[src/design/fcfs_pkg.sv]
// ----------------------------------------------------------------------------
// fcfs_pkg
// Shared types and codes for the FCFS batch job admission block.
// ----------------------------------------------------------------------------
package fcfs_pkg;

   localparam int NUM_RES = 3;

   // result kinds
   localparam logic [1:0] EV_ACCEPT = 2'd0;
   localparam logic [1:0] EV_REJECT = 2'd1;
   localparam logic [1:0] EV_ADMIT  = 2'd2;
   localparam logic [1:0] EV_FINISH = 2'd3;

   // classified command handed from front to back
   typedef struct packed {
      logic                         is_tick;
      logic                         cap_ok;
      logic [15:0]                  need_time;
      logic [NUM_RES-1:0][7:0]      res;
      logic [31:0]                  arrival;
   } cmd_type;

   // waiting job
   typedef struct packed {
      logic [15:0]                  need_time;
      logic [NUM_RES-1:0][7:0]      res;
      logic [31:0]                  arrival;
      logic [15:0]                  id;
   } job_type;

   // running job
   typedef struct packed {
      logic [15:0]                  need_time;
      logic [NUM_RES-1:0][7:0]      res;
      logic [31:0]                  start;
      logic [15:0]                  id;
   } run_type;

   // one result
   typedef struct packed {
      logic [1:0]                   kind;
      logic [15:0]                  id;
      logic [31:0]                  stamp;
   } evt_type;

endpackage

[src/design/fcfs_batch_job_admission.sv]
// ----------------------------------------------------------------------------
// fcfs_batch_job_admission
// FCFS batch scheduler with three-resource admission control.
// ----------------------------------------------------------------------------
//  channel  dir  handshake          payload
//  req_     in   tvalid/tready      tuser=func, tdata=job fields
//  rsp_     out  tvalid/tready      tuser=event kind, tdata=id/time, tlast
//  csr_     in   we                 addr=register index, wdata
//
//  A submit transaction is executed by the back end in its idle state, then
//  handed to the output. A tick passes through command pop and head read,
//  admit, a finish scan over the run-table entries that is closed once the
//  last entry is passed, and a flush of the last result.
//  Reset is synchronous; the wait queue itself is not cleared.
//  A 2-deep command queue decouples the request side from the back end;
//  rsp stalls hold the back end only when a new result must go out.
// ----------------------------------------------------------------------------
module fcfs_batch_job_admission #(
   parameter int QUEUE_DEPTH = 16,
   parameter int MAX_RUN     = 8
) (
   input  logic         clock,
   input  logic         reset,
   input  logic         req_tvalid,
   output logic         req_tready,
   input  logic [71:0]  req_tdata,   // need_time, res_a, res_b, res_c, arrival_time
   input  logic         req_tuser,   // func
   output logic         rsp_tvalid,
   input  logic         rsp_tready,
   output logic [47:0]  rsp_tdata,   // job_id, event_time
   output logic [1:0]   rsp_tuser,   // event_res
   output logic         rsp_tlast,
   input  logic         csr_we,
   input  logic [1:0]   csr_addr,
   input  logic [7:0]   csr_wdata
);
   import fcfs_pkg::*;

   localparam logic [1:0] REG_LIMIT = 2'd0;
   localparam logic [1:0] REG_CAP_A = 2'd1;
   localparam logic [1:0] REG_CAP_B = 2'd2;
   localparam logic [1:0] REG_CAP_C = 2'd3;

   logic [3:0] limit_ff;
   logic [7:0] cap_a_ff, cap_b_ff, cap_c_ff;
   logic       cmd_valid, cmd_pop;
   cmd_type    cmd;

   // configuration registers
   always_ff @(posedge clock) begin
      if (reset) begin
         limit_ff <= 4'd1;
         cap_a_ff <= 8'd16;
         cap_b_ff <= 8'd6;
         cap_c_ff <= 8'd9;
      end else if (csr_we) begin
         unique case (csr_addr)
            REG_LIMIT: limit_ff <= csr_wdata[3:0];
            REG_CAP_A: cap_a_ff <= csr_wdata;
            REG_CAP_B: cap_b_ff <= csr_wdata;
            REG_CAP_C: cap_c_ff <= csr_wdata;
            default:   limit_ff <= limit_ff;
         endcase
      end
   end

   fcfs_front u_front (
      .clock      (clock),
      .reset      (reset),
      .req_tvalid (req_tvalid),
      .req_tready (req_tready),
      .req_tdata  (req_tdata),
      .req_tuser  (req_tuser),
      .cap_a      (cap_a_ff),
      .cap_b      (cap_b_ff),
      .cap_c      (cap_c_ff),
      .cmd_valid  (cmd_valid),
      .cmd        (cmd),
      .cmd_pop    (cmd_pop)
   );

   fcfs_back #(
      .QUEUE_DEPTH (QUEUE_DEPTH),
      .MAX_RUN     (MAX_RUN)
   ) u_back (
      .clock      (clock),
      .reset      (reset),
      .cmd_valid  (cmd_valid),
      .cmd        (cmd),
      .cmd_pop    (cmd_pop),
      .limit      (limit_ff),
      .cap_a      (cap_a_ff),
      .cap_b      (cap_b_ff),
      .cap_c      (cap_c_ff),
      .rsp_tvalid (rsp_tvalid),
      .rsp_tready (rsp_tready),
      .rsp_tdata  (rsp_tdata),
      .rsp_tuser  (rsp_tuser),
      .rsp_tlast  (rsp_tlast)
   );

endmodule

[src/design/fcfs_front.sv]
// ----------------------------------------------------------------------------
// fcfs_front
// Accepts request transactions, checks capacities, queues commands (2 deep).
// ----------------------------------------------------------------------------
module fcfs_front (
   input  logic                clock,
   input  logic                reset,
   input  logic                req_tvalid,
   output logic                req_tready,
   input  logic [71:0]         req_tdata,
   input  logic                req_tuser,
   input  logic [7:0]          cap_a,
   input  logic [7:0]          cap_b,
   input  logic [7:0]          cap_c,
   output logic                cmd_valid,
   output fcfs_pkg::cmd_type   cmd,
   input  logic                cmd_pop
);
   import fcfs_pkg::*;

   cmd_type    q_ff [2];
   logic       wr_ff, wr_in, rd_ff, rd_in;
   logic [1:0] cnt_ff, cnt_in;
   cmd_type    dec;
   logic       push;

   always_comb begin
      dec.is_tick   = req_tuser;
      dec.need_time = req_tdata[15:0];
      dec.res[0]    = req_tdata[23:16];
      dec.res[1]    = req_tdata[31:24];
      dec.res[2]    = req_tdata[39:32];
      dec.arrival   = req_tdata[71:40];
      dec.cap_ok    = (req_tdata[23:16] <= cap_a) && (req_tdata[31:24] <= cap_b) &&
                      (req_tdata[39:32] <= cap_c);
   end

   assign req_tready = (cnt_ff != 2'd2);
   assign push       = req_tvalid && req_tready;
   assign cmd_valid  = (cnt_ff != 2'd0);
   assign cmd        = q_ff[rd_ff];

   always_comb begin
      wr_in  = push ? ~wr_ff : wr_ff;
      rd_in  = cmd_pop ? ~rd_ff : rd_ff;
      cnt_in = cnt_ff + {1'b0, push} - {1'b0, cmd_pop};
   end

   always_ff @(posedge clock) begin
      if (reset) begin
         wr_ff  <= 1'b0;
         rd_ff  <= 1'b0;
         cnt_ff <= 2'd0;
      end else begin
         wr_ff  <= wr_in;
         rd_ff  <= rd_in;
         cnt_ff <= cnt_in;
      end
   end

   always_ff @(posedge clock) begin
      if (push) begin
         q_ff[wr_ff] <= dec;
      end
   end

endmodule

[src/design/fcfs_back.sv]
// ----------------------------------------------------------------------------
// fcfs_back
// Executes commands: wait queue, admission, time advance, finish scan.
// ----------------------------------------------------------------------------
module fcfs_back #(
   parameter int QUEUE_DEPTH = 16,
   parameter int MAX_RUN     = 8
) (
   input  logic                clock,
   input  logic                reset,
   input  logic                cmd_valid,
   input  fcfs_pkg::cmd_type   cmd,
   output logic                cmd_pop,
   input  logic [3:0]          limit,
   input  logic [7:0]          cap_a,
   input  logic [7:0]          cap_b,
   input  logic [7:0]          cap_c,
   output logic                rsp_tvalid,
   input  logic                rsp_tready,
   output logic [47:0]         rsp_tdata,
   output logic [1:0]          rsp_tuser,
   output logic                rsp_tlast
);
   import fcfs_pkg::*;

   localparam int QW = (QUEUE_DEPTH > 1) ? $clog2(QUEUE_DEPTH) : 1;
   localparam int CW = $clog2(QUEUE_DEPTH + 1);
   localparam int SW = CW + 1;
   localparam int RW = (MAX_RUN > 1) ? $clog2(MAX_RUN) : 1;
   localparam int NW = $clog2(MAX_RUN + 1);

   typedef enum logic [3:0] {
      S_IDLE  = 4'b0001,
      S_ADMIT = 4'b0010,
      S_SCAN  = 4'b0100,
      S_FLUSH = 4'b1000
   } state_type;

   state_type            state_ff, state_in;
   job_type              mem [QUEUE_DEPTH];
   job_type              q_rd_ff;
   logic                 mem_we;
   logic [QW-1:0]        mem_waddr;
   job_type              mem_wdata;
   logic [QW-1:0]        head_ff, head_in;
   logic [CW-1:0]        cnt_ff, cnt_in;
   run_type              run_ff [MAX_RUN];
   run_type              run_in [MAX_RUN];
   logic [NW-1:0]        run_cnt_ff, run_cnt_in;
   logic [NW-1:0]        idx_ff, idx_in;
   logic [2:0][7:0]      used_ff, used_in;
   logic [31:0]          time_ff, time_in;
   logic [15:0]          next_id_ff, next_id_in;
   logic                 pend_valid_ff, pend_valid_in;
   evt_type              pend_ff, pend_in;
   logic                 rsp_valid_ff, rsp_valid_in;
   evt_type              out_ff, out_in;
   logic                 out_last_ff, out_last_in;

   logic                 out_free, ok, admit, fit;
   logic [2:0][7:0]      cap;
   logic [7:0]           free_units;
   logic [SW-1:0]        tail_sum;
   logic [5:0]           lim6;
   run_type              cur;

   assign cap = {cap_c, cap_b, cap_a};
   assign out_free = !rsp_valid_ff || rsp_tready;

   always_comb begin
      state_in      = state_ff;
      head_in       = head_ff;
      cnt_in        = cnt_ff;
      run_in        = run_ff;
      run_cnt_in    = run_cnt_ff;
      idx_in        = idx_ff;
      used_in       = used_ff;
      time_in       = time_ff;
      next_id_in    = next_id_ff;
      pend_valid_in = pend_valid_ff;
      pend_in       = pend_ff;
      rsp_valid_in  = rsp_valid_ff && !rsp_tready;
      out_in        = out_ff;
      out_last_in   = out_last_ff;
      cmd_pop       = 1'b0;
      mem_we        = 1'b0;
      ok            = 1'b0;
      admit         = 1'b0;
      fit           = 1'b1;
      free_units    = 8'd0;
      cur           = run_ff[idx_ff[RW-1:0]];

      tail_sum = SW'(head_ff) + SW'(cnt_ff);
      if (tail_sum >= SW'(QUEUE_DEPTH)) begin
         tail_sum = tail_sum - SW'(QUEUE_DEPTH);
      end
      mem_waddr           = tail_sum[QW-1:0];
      mem_wdata.need_time = cmd.need_time;
      mem_wdata.res       = cmd.res;
      mem_wdata.arrival   = cmd.arrival;
      mem_wdata.id        = next_id_ff;

      lim6 = ({2'b00, limit} > 6'(MAX_RUN)) ? 6'(MAX_RUN) : {2'b00, limit};

      unique case (state_ff)
         S_IDLE: begin
            if (cmd_valid) begin
               if (!cmd.is_tick) begin
                  if (out_free) begin
                     cmd_pop      = 1'b1;
                     ok           = (cnt_ff < CW'(QUEUE_DEPTH)) &&
                                    (cmd.need_time != 16'd0) && cmd.cap_ok;
                     rsp_valid_in = 1'b1;
                     out_in.kind  = ok ? EV_ACCEPT : EV_REJECT;
                     out_in.id    = ok ? next_id_ff : 16'd0;
                     out_in.stamp = time_ff;
                     out_last_in  = 1'b1;
                     if (ok) begin
                        mem_we     = 1'b1;
                        cnt_in     = cnt_ff + 1'b1;
                        next_id_in = next_id_ff + 16'd1;
                     end
                  end
               end else begin
                  cmd_pop  = 1'b1;
                  state_in = S_ADMIT;
               end
            end
         end
         S_ADMIT: begin
            for (int r = 0; r < NUM_RES; r++) begin
               free_units = (cap[r] > used_ff[r]) ? cap[r] - used_ff[r] : 8'd0;
               if (q_rd_ff.res[r] > free_units) begin
                  fit = 1'b0;
               end
            end
            admit = (cnt_ff != '0) && (q_rd_ff.arrival <= time_ff) && fit &&
                    (6'(run_cnt_ff) < lim6);
            if (admit) begin
               run_in[run_cnt_ff[RW-1:0]].need_time = q_rd_ff.need_time;
               run_in[run_cnt_ff[RW-1:0]].res       = q_rd_ff.res;
               run_in[run_cnt_ff[RW-1:0]].start     = time_ff;
               run_in[run_cnt_ff[RW-1:0]].id        = q_rd_ff.id;
               run_cnt_in = run_cnt_ff + 1'b1;
               for (int r = 0; r < NUM_RES; r++) begin
                  used_in[r] = used_ff[r] + q_rd_ff.res[r];
               end
               head_in = (head_ff == QW'(QUEUE_DEPTH - 1)) ? '0 : head_ff + 1'b1;
               cnt_in  = cnt_ff - 1'b1;
               pend_valid_in = 1'b1;
               pend_in.kind  = EV_ADMIT;
               pend_in.id    = q_rd_ff.id;
               pend_in.stamp = time_ff;
            end
            time_in  = time_ff + 32'd1;
            idx_in   = '0;
            state_in = S_SCAN;
         end
         S_SCAN: begin
            if (idx_ff < run_cnt_ff) begin
               if ((time_ff - cur.start) == {16'd0, cur.need_time}) begin
                  if (!pend_valid_ff || out_free) begin
                     if (pend_valid_ff) begin
                        rsp_valid_in = 1'b1;
                        out_in       = pend_ff;
                        out_last_in  = 1'b0;
                     end
                     pend_valid_in = 1'b1;
                     pend_in.kind  = EV_FINISH;
                     pend_in.id    = cur.id;
                     pend_in.stamp = time_ff;
                     for (int m = 0; m < MAX_RUN - 1; m++) begin
                        if (NW'(m) >= idx_ff) begin
                           run_in[m] = run_ff[m + 1];
                        end
                     end
                     run_cnt_in = run_cnt_ff - 1'b1;
                     for (int r = 0; r < NUM_RES; r++) begin
                        used_in[r] = used_ff[r] - cur.res[r];
                     end
                  end
               end else begin
                  idx_in = idx_ff + 1'b1;
               end
            end else begin
               state_in = S_FLUSH;
            end
         end
         S_FLUSH: begin
            if (!pend_valid_ff) begin
               state_in = S_IDLE;
            end else if (out_free) begin
               rsp_valid_in  = 1'b1;
               out_in        = pend_ff;
               out_last_in   = 1'b1;
               pend_valid_in = 1'b0;
               state_in      = S_IDLE;
            end
         end
         default: state_in = S_IDLE;
      endcase
   end

   always_ff @(posedge clock) begin
      if (reset) begin
         state_ff      <= S_IDLE;
         head_ff       <= '0;
         cnt_ff        <= '0;
         run_cnt_ff    <= '0;
         idx_ff        <= '0;
         used_ff       <= '0;
         time_ff       <= '0;
         next_id_ff    <= '0;
         pend_valid_ff <= 1'b0;
         rsp_valid_ff  <= 1'b0;
      end else begin
         state_ff      <= state_in;
         head_ff       <= head_in;
         cnt_ff        <= cnt_in;
         run_cnt_ff    <= run_cnt_in;
         idx_ff        <= idx_in;
         used_ff       <= used_in;
         time_ff       <= time_in;
         next_id_ff    <= next_id_in;
         pend_valid_ff <= pend_valid_in;
         rsp_valid_ff  <= rsp_valid_in;
      end
   end

   always_ff @(posedge clock) begin
      run_ff      <= run_in;
      pend_ff     <= pend_in;
      out_ff      <= out_in;
      out_last_ff <= out_last_in;
   end

   // wait queue storage, registered read of the head entry
   always_ff @(posedge clock) begin
      if (mem_we) begin
         mem[mem_waddr] <= mem_wdata;
      end
      q_rd_ff <= mem[head_ff];
   end

   assign rsp_tvalid = rsp_valid_ff;
   assign rsp_tdata  = {out_ff.stamp, out_ff.id};
   assign rsp_tuser  = out_ff.kind;
   assign rsp_tlast  = out_last_ff;

   a_run_bound: assert property (@(posedge clock) disable iff (reset)
      run_cnt_ff <= NW'(MAX_RUN))
      else $error("running set overflow");

   a_queue_bound: assert property (@(posedge clock) disable iff (reset)
      cnt_ff <= CW'(QUEUE_DEPTH))
      else $error("wait queue overflow");

   a_idle_no_pend: assert property (@(posedge clock) disable iff (reset)
      state_ff == S_IDLE |-> !pend_valid_ff)
      else $error("pending result left behind");

   a_time_step: assert property (@(posedge clock) disable iff (reset)
      state_ff == S_ADMIT |=> time_ff == $past(time_ff) + 32'd1)
      else $error("tick did not advance time");

endmodule

[config.mk]
export PLATFORM = sky130hd
export DESIGN_NAME = fcfs_batch_job_admission
export DESIGN_NICKNAME = d
export VERILOG_FILES = /design/src/design/fcfs_pkg.sv /design/src/design/fcfs_batch_job_admission.sv /design/src/design/fcfs_front.sv /design/src/design/fcfs_back.sv
export SDC_FILE = /design/constraint.sdc
export NUM_CORES = 2
export LEC_CHECK = 0
export BUFFER_PORTS_ARGS = -buffer_cell sky130_fd_sc_hd__buf_4
export CORE_MARGIN = 3
export CORE_UTILIZATION = 60
export CTS_BUF_LIST = sky130_fd_sc_hd__clkbuf_8
export DETAILED_ROUTE_END_ITERATION = 8
export PLACE_DENSITY = 0.87
export SLEW_MARGIN = 20
export SYNTH_ARGS = -nofsm -noshare
export SYNTH_HDL_FRONTEND = slang
export SYNTH_SLANG_ARGS = --single-unit
[constraint.sdc]
create_clock -name clock -period 16.55 [get_ports clock]
set_input_delay 0.8275 -clock clock [delete_from_list [all_inputs] [get_ports clock]]
set_output_delay 0.8275 -clock clock [all_outputs]
set_load 0.02 [all_outputs]
==> flow_summary.yaml <==
critical_path:
  critPathTopFamily: "buffers and inverters"
  cp_num_buf_inv: 6
  cp-end-kind: "flop"
  crit_start: "u_back.idx_ff[1]"
  critPathLaunchType: "flop"
  arrival_ns: 9.08
  crit_top_cell: "buf_4"
  setup.worst_path.class: "reg -> reg"
  crit_cells: 20
  crit_chain: "buf_4, mux4_2, nand2_1, and2_1, inv_1, fa_1, nand2b_1, a21oi_1, o21ai_1, o221ai_1, a21o_1, xnor2_1, a2111oi_2, nor4b_4, buf_4, a31oi_4, buf_4, a211oi_4, buf_4, buf_4"
  slowest_delay_ns: 0.88
  r2r_start: "u_back.idx_ff[1]"
  worst_r2r_path_depth: 20
  cp_slowest_cell: "buf_4"
  cp-endpoint: "u_back.run_ff[295]"
  cp_data_required_time_ns: 17.18
  crit_fanout: 59
  r2r_setup_slack_ns: 8.10
  r2r-end: "u_back.run_ff[295]"
logic_synthesis:
  synth-simple-area-share_pct: 5.51
  synth-adder-area-share_pct: 2.29
  synthArstFlopShare_pct: 0
  synthCells: 6693
  synth_area_sq_mm: 0.108
  yosysTopAreaCellShare_pct: 65.4
  syn_avg_cell_area_sq_um: 16.2
  synth_compound_area_share_pct: 5.31
  ys_top_cells_by_count: "edfxtp_1, nand2_1, o21ai_0"
  synth_top_family_by_area: "multiplexers"
  yosys_warnings: 0
  ys.flop_type: "edfxtp_1"
  muxShareOfSynthArea_pct: 14.6
  yosysMostFrequentCell: "edfxtp_1"
  synth_edf_count: 2360
  synthTopCellsByArea: "edfxtp_1, mux4_2, dfxtp_1"
  synth_seq_cells: 2576
  synth_cell_types: 79
  ys_seq_area_share_pct: 69.4
  synth_top_area_cell: "edfxtp_1"
  synth_nets: 6973
  synth_xor_area_share_pct: 1.16
detailed_routing:
  wl_per_cell_um: 31.7
  first_pass_iters: 8
  drc: 0
  wl_um: 309000
  ant_nets: 0
  vias: 67600
  viasPerCell: 6.94
  drt_iter0_drc: 11400
placement:
  io_buffers: 140
  gp_congestion: 0.907
  hpwlAfterDp_um: 169000
  dpl-instance-area_sq_mm: 0.112
clock_network:
  root_buffer: "clkbuf_8"
  cts_setup_buffers: 0
  cts.path.max_buffers: 4
  ctsResizeCount: 0
  cts_buffers: 401
  htree_num_levels: 5
  worstSkewPairLatency_ns: 1.10
  clock_sinks: 2576
  tritoncts: "built"
  cts.reportedPaths.clkPinSlew_ns: 0.07
floorplan:
  die_x_um: 431
  start_util_pct: 60.6
  die_y_um: 431
  rows: 155
  die-area_sq_mm: 0.186
  io_pins: 141
  core_sq_mm: 0.179
global_route:
  grt_pass1_wl_um: 451000
  grt_pass1_vias: 67600
  grt_max_degree: 135
  gr-usage-all-layers_pct: 33.1
  grt_antenna_before_repair: 24
  grt_overflow: 0
sta:
  worstMarginPinSlew_ns: 1.22
  maxSlewViolCount: 0
  fmax_mhz: 118
  grt_setup_unrepaired: "false"
  post-route-min-period_ns: 8.45
  setup_viol: 0
  finalHoldViolCount: 0
  hold_ws_ns: 0.208
  skew_ns: 0.0849
  relSlewSlack_pct: 18.4
  min_period_over_period_pct: 51.0
  setup_tns_ns: 0
pwr:
  ir_worst_vdd_mv: 0.0931
  switching_share_pct: 25.3
  p_per_area_mw_per_mm2: 117
  p_comb_share_pct: 8.4
  clockPowerShare_pct: 36.7
  p_leak_nw: 40.5
  p_int_w: 0.0105
  pwr-share-seq_pct: 55.0
  p_sw_w: 0.00356
hold_path:
  min_path_type: "in -> reg"
finish:
  drive_gt1_share_pct: 20.9
  final_area_sq_mm: 0.121
  area_growth_pct: 11.2
  final_nets: 7355
outcome:
  status: "completed"
job:
  drv_cap: 0
## logic make-up after synthesis
logic type               after synthesis
XOR/XNOR                             141
flip-flops                          2576
AND/OR/NAND/NOR                     1428
multiplexers                         806
adder cells (fa/ha/maj)              192
buffers and inverters                492
AO/OA/AOI/OAI                       1058
## registers in the layout, summed over array words and instances (netlist names), 2 cells and up, named ones only
register,cells
u_back.time_ff,32
u_back.next_id_ff,16
u_back.run_cnt_ff,4
cap_c_ff,8
u_back.mem,1408
u_back.run_ff,704
u_back.rsp_tuser,2
u_back.pend_ff,49
u_back.q_rd_ff,88
cap_b_ff,8
u_front.q_ff,148
u_back.cnt_ff,5
u_back.used_ff,24
limit_ff,4
u_front.cnt_ff,2
u_back.state_ff,4
cap_a_ff,8
u_back.idx_ff,4
u_back.head_ff,4
u_back.rsp_tdata,48
## per-stage QoR
stage | power [W] | instances | utilization (%) | setup slack (ns)
global placement | 0.00887 | 8945 | 62.7 | 8.33
floorplan | 0.00844 | 6693 | - | 4.07
finish | 0.0141 | 9749 | 67.3 | 8.10
global route | 0.0144 | 9747 | 67.3 | 7.82
CTS | 0.0140 | 9745 | 67.3 | 8.15
detailed placement | 0.00896 | 8945 | 62.7 | 8.27
## cell usage in the layout (no fill, tap or decap), drive strengths merged, types with 53 or more instances in the layout
cell type / n
nand2: 973
a21oi: 121
inv: 252
mux2i: 101
xnor2: 100
mux4: 606
a21o: 53
clkbuf: 448
o21ai: 774
clkinv: 136
buf: 258
ha: 182
nor2: 195
edfxtp: 2360
dlygate4sd3: 81
mux2: 99
dfxtp: 216
## power by group through the flow
stage,Clock (W),Combinational (W),Sequential [W]
6_report,0.00515,0.00118,0.00772
5_1_grt,0.00543,0.00125,0.00773
4_1_cts,0.00512,0.00115,0.00771
3_5_place_dp,0,0.00111,0.00784
3_3_place_gp,0,0.00104,0.00783
2_1_floorplan,0,0.000584,0.00786
## routing by layer
metal  up-vias  wire, um  GRT usage (%)
li1      26800         -              -
met1     33300     99600           41.6
met3      1362     40200           8.85
met5         -       216              0
met2      6140    148000           52.3
met4        32     21200           19.7
## worst min-delay path by stage
| stage | start | end | cells past startpoint |
|---|---|---|---|
| 5_1_grt | csr_addr[0] | cap_b_ff[7] | 4 |
| 3_5_place_dp | u_back.q_rd_ff[10] | u_back.run_ff[10] | 0 |
| 4_1_cts | csr_addr[0] | cap_b_ff[7] | 4 |
| 3_3_place_gp | u_back.q_rd_ff[3] | u_back.run_ff[3] | 0 |
| 6_report | csr_addr[0] | cap_b_ff[7] | 4 |
| 2_1_floorplan | u_back.q_rd_ff[0] | u_back.run_ff[0] | 0 |
## area by class of cell
| class | count | area, sq um |
|---|---|---|
| fill | 10500 | 58500 |
| clock buffer | 448 | 6170 |
| inverter | 132 | 505 |
| timing repair buffer | 339 | 2790 |
| clock inverter | 271 | 1330 |
| multi-input combinational | 3625 | 31600 |
| tap | 2355 | 2950 |
| sequential | 2576 | 75200 |
| antenna | 3 | 7.51 |
## timing repair
item | in CTS | in global routing
hold buffers | 81 | 0
endpoints found under the hold margin | 164 | 0
setup endpoints to repair | 0 | 0
## worst reg2reg max path: cells and delay by family (launching register included)
family,cells,cell delay [ns]
simple gates,4,0.83
flops,1,0.75
buf+inv,6,2.85
compound gates,7,2.59
fa+ha+maj,1,0.39
xor+xnor,1,0.08
mux,1,0.48
(Power assumes the default switching activity.)
